**src/rtl/core/b40sp_pkg.sv**
```systemverilog
// ----------------------------------------------------------------------------
// b40sp_pkg: shared types and constants of the base-40 string packer
// Holds the item and result records, the status codes and the fixed widths.
// ----------------------------------------------------------------------------
package b40sp_pkg;

  localparam int unsigned CharW  = 16;
  localparam int unsigned ValueW = 64;
  localparam int unsigned CodeW  = 6;
  localparam int unsigned CountW = 4;

  // -2^63 as an addend, modulo 2^64
  localparam logic [ValueW-1:0] OffsetMin64 = {1'b1, {(ValueW-1){1'b0}}};

  typedef enum logic [1:0] {
    STAT_OK    = 2'd0,
    STAT_EMPTY = 2'd1,
    STAT_LONG  = 2'd2,
    STAT_BAD   = 2'd3
  } status_t;

  typedef struct packed {
    logic [CharW-1:0] char_code;
    logic             absent;
    logic             last;
  } item_t;

  typedef struct packed {
    logic             hit;
    logic [CodeW-1:0] code;
  } code_t;

  typedef struct packed {
    logic              valid;
    logic [ValueW-1:0] value;
    status_t           status;
  } result_t;

endpackage

```
**src/rtl/core/b40sp_code_map.sv**
```systemverilog
// ----------------------------------------------------------------------------
// b40sp_code_map: character to base-40 digit
// Maps digits, space, underscore, hyphen, period and A-Z; flags all else.
// ----------------------------------------------------------------------------
module b40sp_code_map (
  input  logic [b40sp_pkg::CharW-1:0] char_code,
  output b40sp_pkg::code_t            code
);

  logic [b40sp_pkg::CharW-1:0] off_digit;
  logic [b40sp_pkg::CharW-1:0] off_alpha;

  assign off_digit = char_code - b40sp_pkg::CharW'(16'h0030);
  assign off_alpha = char_code - b40sp_pkg::CharW'(16'h0041);

  always_comb begin
    code.hit  = 1'b1;
    code.code = '0;
    if (char_code >= 16'h0030 && char_code <= 16'h0039) begin
      code.code = off_digit[b40sp_pkg::CodeW-1:0];
    end else if (char_code == 16'h0020) begin
      code.code = 6'd10;
    end else if (char_code == 16'h005F) begin
      code.code = 6'd11;
    end else if (char_code == 16'h002D) begin
      code.code = 6'd12;
    end else if (char_code == 16'h002E) begin
      code.code = 6'd13;
    end else if (char_code >= 16'h0041 && char_code <= 16'h005A) begin
      code.code = off_alpha[b40sp_pkg::CodeW-1:0] + 6'd14;
    end else begin
      code.hit = 1'b0;
    end
  end

endmodule

```
**src/rtl/core/b40sp_fold.sv**
```systemverilog
// ----------------------------------------------------------------------------
// b40sp_fold: running base-40 fold and end-of-string verdict
// Holds the accumulator, character count and bad-character flag.
// ----------------------------------------------------------------------------
module b40sp_fold #(
  parameter int unsigned MAX_CHARS = 12
) (
  input  logic                clk,
  input  logic                rst_n,
  input  logic                go,
  input  b40sp_pkg::item_t    item,
  output b40sp_pkg::result_t  res
);

  localparam logic [b40sp_pkg::CountW-1:0] CntMax = b40sp_pkg::CountW'(MAX_CHARS);
  localparam logic [b40sp_pkg::CountW-1:0] CntSat = b40sp_pkg::CountW'(MAX_CHARS + 1);

  logic [b40sp_pkg::ValueW-1:0] acc_r, acc_nxt, acc_step;
  logic [b40sp_pkg::CountW-1:0] cnt_r, cnt_nxt, cnt_inc;
  logic                         bad_r, bad_nxt;
  b40sp_pkg::code_t             code;

  b40sp_code_map u_map (
    .char_code (item.char_code),
    .code      (code)
  );

  assign cnt_inc  = (cnt_r < CntSat) ? cnt_r + 1'b1 : cnt_r;
  // times 40 as two shifts and an add
  assign acc_step = (acc_r << 5) + (acc_r << 3)
                  + {{(b40sp_pkg::ValueW-b40sp_pkg::CodeW){1'b0}}, code.code};

  always_comb begin
    acc_nxt    = acc_r;
    cnt_nxt    = cnt_r;
    bad_nxt    = bad_r;
    res.valid  = 1'b0;
    res.value  = '0;
    res.status = b40sp_pkg::STAT_OK;
    if (item.absent) begin
      res.valid  = 1'b1;
      res.status = b40sp_pkg::STAT_EMPTY;
      acc_nxt    = '0;
      cnt_nxt    = '0;
      bad_nxt    = 1'b0;
    end else begin
      cnt_nxt = cnt_inc;
      if (cnt_inc <= CntMax) begin
        if (code.hit) begin
          acc_nxt = acc_step;
        end else begin
          bad_nxt = 1'b1;
        end
      end
      if (item.last) begin
        res.valid = 1'b1;
        if (cnt_inc > CntMax) begin
          res.status = b40sp_pkg::STAT_LONG;
        end else if (bad_nxt) begin
          res.status = b40sp_pkg::STAT_BAD;
        end else begin
          res.value = acc_nxt + b40sp_pkg::OffsetMin64;
        end
        acc_nxt = '0;
        cnt_nxt = '0;
        bad_nxt = 1'b0;
      end
    end
  end

  always_ff @(posedge clk) begin
    if (!rst_n) begin
      acc_r <= '0;
      cnt_r <= '0;
      bad_r <= 1'b0;
    end else if (go) begin
      acc_r <= acc_nxt;
      cnt_r <= cnt_nxt;
      bad_r <= bad_nxt;
    end
  end

  a_cnt_bound: assert property (@(posedge clk) disable iff (!rst_n)
    cnt_r <= CntSat)
    else $error("character count beyond saturation");

  a_clear_after_result: assert property (@(posedge clk) disable iff (!rst_n)
    go && res.valid |=> acc_r == '0 && cnt_r == '0 && !bad_r)
    else $error("state not cleared after a result");

  a_hold_when_idle: assert property (@(posedge clk) disable iff (!rst_n)
    !go |=> $stable(acc_r) && $stable(cnt_r) && $stable(bad_r))
    else $error("state moved without an item");

endmodule

```
**src/rtl/core/base40_string_packer.sv**
```systemverilog
// ----------------------------------------------------------------------------
// base40_string_packer: streams a string in, one packed base-40 word out
// Folds each character as acc*40+code; at the end of the string gives the
// sum offset by -2^63 with a status, or a status alone on an error.
// ----------------------------------------------------------------------------
//
//  channel | tdata              | tuser         | tlast
//  --------+--------------------+---------------+------------------------
//  in_     | [15:0] char_code   | [0] absent    | last character of string
//  out_    | [63:0] packed_value| [1:0] status  | (none)
//
//  One request is taken every cycle when the result side keeps up; the
//  multiply-by-40 fold is a combinational shift-add, so that stage sets
//  the rate. Results pass the input register, then the result register.
//  rst_n is synchronous and active low; it clears the fold state and both
//  valid flags. When the result register is full and stalled, only a
//  request that would give a result waits; plain characters keep flowing.
// ----------------------------------------------------------------------------
module base40_string_packer #(
  parameter int unsigned MAX_CHARS = 12
) (
  input  logic        clk,
  input  logic        rst_n,
  input  logic        in_tvalid,
  output logic        in_tready,
  input  logic [15:0] in_tdata,   // [15:0] char_code
  input  logic [0:0]  in_tuser,   // [0] absent
  input  logic        in_tlast,
  output logic        out_tvalid,
  input  logic        out_tready,
  output logic [63:0] out_tdata,  // [63:0] packed_value
  output logic [1:0]  out_tuser   // [1:0] status
);

  // input register: holds one request ahead of the fold
  b40sp_pkg::item_t   inq_r;
  logic               inq_valid_r;
  b40sp_pkg::result_t res;
  logic               stage_go;
  logic               in_fire;

  // result register
  logic [b40sp_pkg::ValueW-1:0] out_value_r;
  b40sp_pkg::status_t           out_status_r;
  logic                         out_valid_r;

  // advance the fold unless it makes a result with nowhere to put it
  assign stage_go  = inq_valid_r && (!res.valid || !out_valid_r || out_tready);
  assign in_tready = !inq_valid_r || stage_go;
  assign in_fire   = in_tvalid && in_tready;

  always_ff @(posedge clk) begin
    if (!rst_n) begin
      inq_valid_r <= 1'b0;
    end else if (in_fire) begin
      inq_valid_r <= 1'b1;
    end else if (stage_go) begin
      inq_valid_r <= 1'b0;
    end
  end

  always_ff @(posedge clk) begin
    if (in_fire) begin
      inq_r.char_code <= in_tdata;
      inq_r.absent    <= in_tuser[0];
      inq_r.last      <= in_tlast;
    end
  end

  b40sp_fold #(
    .MAX_CHARS (MAX_CHARS)
  ) u_fold (
    .clk   (clk),
    .rst_n (rst_n),
    .go    (stage_go),
    .item  (inq_r),
    .res   (res)
  );

  always_ff @(posedge clk) begin
    if (!rst_n) begin
      out_valid_r <= 1'b0;
    end else if (stage_go && res.valid) begin
      out_valid_r <= 1'b1;
    end else if (out_tready) begin
      out_valid_r <= 1'b0;
    end
  end

  always_ff @(posedge clk) begin
    if (stage_go && res.valid) begin
      out_value_r  <= res.value;
      out_status_r <= res.status;
    end
  end

  assign out_tvalid = out_valid_r;
  assign out_tdata  = out_value_r;
  assign out_tuser  = out_status_r;

  a_stall_only_when_full: assert property (@(posedge clk) disable iff (!rst_n)
    !in_tready |-> inq_valid_r && out_valid_r && !out_tready)
    else $error("input stalled with room downstream");

  a_error_value_zero: assert property (@(posedge clk) disable iff (!rst_n)
    out_valid_r && out_status_r != b40sp_pkg::STAT_OK |-> out_value_r == '0)
    else $error("non-zero value on an error status");

  a_result_not_dropped: assert property (@(posedge clk) disable iff (!rst_n)
    out_valid_r && !out_tready |=> out_valid_r)
    else $error("pending result lost");

endmodule

```
**config.mk**
```make
export PLATFORM = sky130hd
export DESIGN_NAME = base40_string_packer
export DESIGN_NICKNAME = d
export VERILOG_FILES = /design/src/rtl/core/b40sp_pkg.sv /design/src/rtl/core/b40sp_code_map.sv /design/src/rtl/core/b40sp_fold.sv /design/src/rtl/core/base40_string_packer.sv
export SDC_FILE = /design/constraint.sdc
export NUM_CORES = 1
export LEC_CHECK = 0
export BUFFER_PORTS_ARGS = -buffer_cell sky130_fd_sc_hd__clkbuf_2
export CAP_MARGIN = 30
export CORE_UTILIZATION = 40
export DETAILED_ROUTE_END_ITERATION = 7
export HOLD_SLACK_MARGIN = 0.05
export SETUP_SLACK_MARGIN = 0.15
export SLEW_MARGIN = 10
export SYNTH_ARGS = -nofsm -noshare
export SYNTH_HDL_FRONTEND = slang
export SYNTH_SLANG_ARGS = --single-unit
```
**constraint.sdc**
```tcl
create_clock -name clk -period 4.37 [get_ports clk]
set_clock_uncertainty 0.05 [all_clocks]
set_input_delay 0.2185 -clock clk [delete_from_list [all_inputs] [get_ports clk]]
set_output_delay 0.2185 -clock clk [all_outputs]
set_load 0.05 [all_outputs]
```
==> results.cfg <==
[cells_and_area]
areaGrowthSynthToFinish_pct = 26.31
multiInputGateArea_um2 = 6561
regArea_um2 = 3884
final_util = 0.5214
nFillCells = 2284
final_nets = 1418
final_cells = 1603
drive_gt1_frac = 0.2316

[worst_hold_path]
hold_path.class = primary input to flop

[floorplanning]
placementRows = 57
core_um2 = 24600
io_pins = 90
die_w_um = 161.4
die_y_um = 161.4
dieArea_um2 = 26030
start_util = 0.4128

[pwr]
peakVddDrop_mv = 0.1875
clockPowerShare = 0.474
p_int_w = 0.002572
seqPwrFrac = 0.463
combPwrFrac = 0.062
power_switching_w = 0.0007675
p_leak_nw = 5.462
p_sw_frac = 0.2298
power.density_nw_per_um2 = 260.3

[grt]
grt_util_all_layers = 0.2156
grt_pass1_vias = 8609
antenna_found_initial = 1
grt_max_degree = 45
overflow = 0
grt_pass1_wl_um = 44140

[place]
routabilityCongestion = 0.9394
port_buffers = 89
dpl.cell_count = 1540
dpl.hpwl_um = 20580

[worst_setup_path]
cp-end-kind = flop
worstSetupPathType = flop to flop
crit_arrival_ns = 4.59
reg2reg_slack_ns = -0.09
critical_path_required_ns = 4.50
worst_setup_path_start_kind = flop
cp_max_fo = 5

[sta]
fmax_ghz = 0.2243
setup_violations = 11
slew_viol_final = 0
slew_headroom = 0.3953
rsz0062_at_grt = true
finalHoldViolCount = 0
worst_slew_pin_slew_ns = 0.9018
setup_slack_ns = -0.08762
fin_crit_sh = 1.020
period_minus_slack_ns = 4.458

[logic_synthesis]
synth_area_um2 = 10160
yosysWarnings = 0
synth-seq-cells = 152
synth.distinct_cells = 66
synth_edf_count = 84
synth_ff_type = edfxtp_1
ys_seq_area_frac = 0.3824
syn_area_per_cell_um2 = 9.167
syn_nets = 1261
synthCells = 1108
async_flop_share = 0

[route]
vias = 8705
ant_nets = 0
route.detailed.drc = 0
dr.pass1.iters = 6
wl_per_cell_um = 17.22
routed_wl_um = 27610
vias_per_cell = 5.430
drt-initial-drc-count = 477

[outcome]
violations = setup timing
outcome = complete, but fails checks

[job]
drv_cap = 0

[clock_network]
cts_buffers = 17
cts_tree = yes
cts.sinks = 152
clkTransAtPathRegs_ns = 0.07
cts_buffer_depth = 2
htree_levels = 4
clockRootBuffer = clkbuf_16
clock_latency_ns = 0.43
[area by class of cell]
cell class / count / share of cell area
tap: 324 / 0.03160
multi-input combinational: 880 / 0.5114
clock buffer: 20 / 0.03482
inverter: 30 / 0.008777
timing repair buffer: 184 / 0.09674
antenna: 1 / 0.0001950
sequential: 152 / 0.3027
clock inverter: 12 / 0.01375
[sequential cells by signal, indices dropped and copies added, names as in the netlist]
signal / flops
u_fold.bad_r: 1
inq_r: 18
out_tdata: 64
u_fold.acc_r: 61
u_fold.cnt_r: 4
inq_valid_r: 1
out_tuser: 2
out_tvalid: 1
[cell families after synthesis]
group                    share of synthesized area
AO/OA/AOI/OAI                               0.1957
XOR/XNOR                                   0.04915
adder cells (fa/ha/maj)                     0.1628
buffers and inverters                      0.03018
flip-flops                                  0.3824
AND/OR/NAND/NOR                             0.1797
[worst paths after layout]
kind                                        from                to  cells past startpoint
worst min-delay path                  out_tready        out_tvalid                      4
worst max-delay path                   inq_r[16]     out_tdata[59]                     16
worst min register to register  u_fold.acc_r[40]  u_fold.acc_r[40]                      2
worst max register to register         inq_r[16]     out_tdata[59]                     16
[power by group through the flow]
stage / combinational [W] / sequential (W) / clock (W)
after floorplan: 0.0000596 / 0.00164 / 0
after global routing: 0.000222 / 0.00155 / 0.00166
after CTS: 0.000204 / 0.00155 / 0.00160
final: 0.000208 / 0.00155 / 0.00158
after global placement: 0.000190 / 0.00158 / 0
after detailed placement: 0.000190 / 0.00158 / 0
[Yosys cell counts (3+ instances only)]
master	instances	area, um2
edfxtp_1	84	2522
nor3_1	18	90.09
o31ai_1	4	30.03
o211a_1	4	40.04
clkbuf_1	34	127.6
ha_1	129	1614
a22oi_1	15	112.6
nand4_1	15	93.84
xnor2_1	37	324.1
a31oi_1	6	37.54
xor2_1	20	175.2
nand2b_1	6	37.54
a211oi_1	6	45.04
dfxtp_1	68	1361
o2111ai_1	4	35.03
nor2_1	102	382.9
or3_1	7	43.79
o21bai_1	14	105.1
or2_2	7	43.79
nor4_1	3	18.77
nor2b_1	48	300.3
o21ai_1	7	35.03
and2_1	15	93.84
a221oi_1	4	35.03
a21oi_1	85	425.4
a21boi_0	5	37.54
o21ai_0	75	375.4
a21o_1	27	202.7
and3_1	12	75.07
a22o_1	3	26.28
inv_1	30	112.6
nand2_1	121	454.2
o211ai_1	7	52.55
a2bb2oi_1	8	70.07
o21a_1	10	75.07
nand3_1	15	75.07
o221ai_1	3	26.28
buf_2	11	55.05
[critical path, cell delays in order, from the launching register on]
cell,delay (ns)
edfxtp_1,0.36
or4_4,0.56
nor2_4,0.21
buf_4,0.16
nand3_4,0.09
o22ai_2,0.20
fa_1,0.45
ha_1,0.31
a21oi_2,0.16
nor2_2,0.07
o2111a_1,0.24
o211a_1,0.26
o211a_1,0.29
o21ai_2,0.14
a2111oi_1,0.11
or3_1,0.35
and3b_1,0.19
[metal layers]
layer / GRT usage / share of wire / vias to the layer above / wire length [um]
met4: 0.07290 / 0.019 / 0 / 524
met1: 0.2791 / 0.46 / 4116 / 12640
li1: - / - / 4350 / -
met3: 0.03133 / 0.039 / 41 / 1072
met2: 0.3670 / 0.48 / 198 / 13370
met5: 0 / 0 / - / 0
[what timing repair did]
action | 4_1_cts | 5_1_grt
pin swaps | 28 | 38
resized for setup | 42 | 74
buffers inserted | 5 | 6
hold endpoints to repair | 19 | 0
endpoints found under the setup margin | 67 | 83
hold buffers | 19 | 0
cloned | 0 | 0
[cells in the final DEF, fill, tap and decap left out, drive strengths merged, types with 7 or more instances in the layout]
cell,instances
ha,129
nand2,122
clkbuf,109
nor2,104
a21oi,85
edfxtp,84
o21ai,82
buf,76
dfxtp,68
nor2b,48
xnor2,37
inv,30
a21o,27
xor2,20
dlygate4sd3,19
nor3,18
nand4,15
and2,15
nand3,15
a22oi,15
o21bai,14
and3,12
o21a,10
a2bb2oi,8
o211ai,7
or2,7
or3,7
clkinv,7
[per-stage QoR]
| stage | setup WS [ns] | hold slack, ns | total power [W] | cell area [um2] | TNS, ns |
|---|---|---|---|---|---|
| after floorplan | 0.1331 | 0.2674 | 0.001697 | 10210 | 0 |
| after global placement | -0.1462 | 0.3459 | 0.001767 | 11380 | -1.210 |
| after detailed placement | -0.2537 | 0.3471 | 0.001768 | 11380 | -3.308 |
| after CTS | -0.1370 | 0.2033 | 0.003356 | 12390 | -1.400 |
| after global routing | -0.2477 | 0.2359 | 0.003433 | 12830 | -5.325 |
| final | -0.08762 | 0.2215 | 0.003339 | 12830 | -0.4784 |
(Power assumes the default switching activity.)
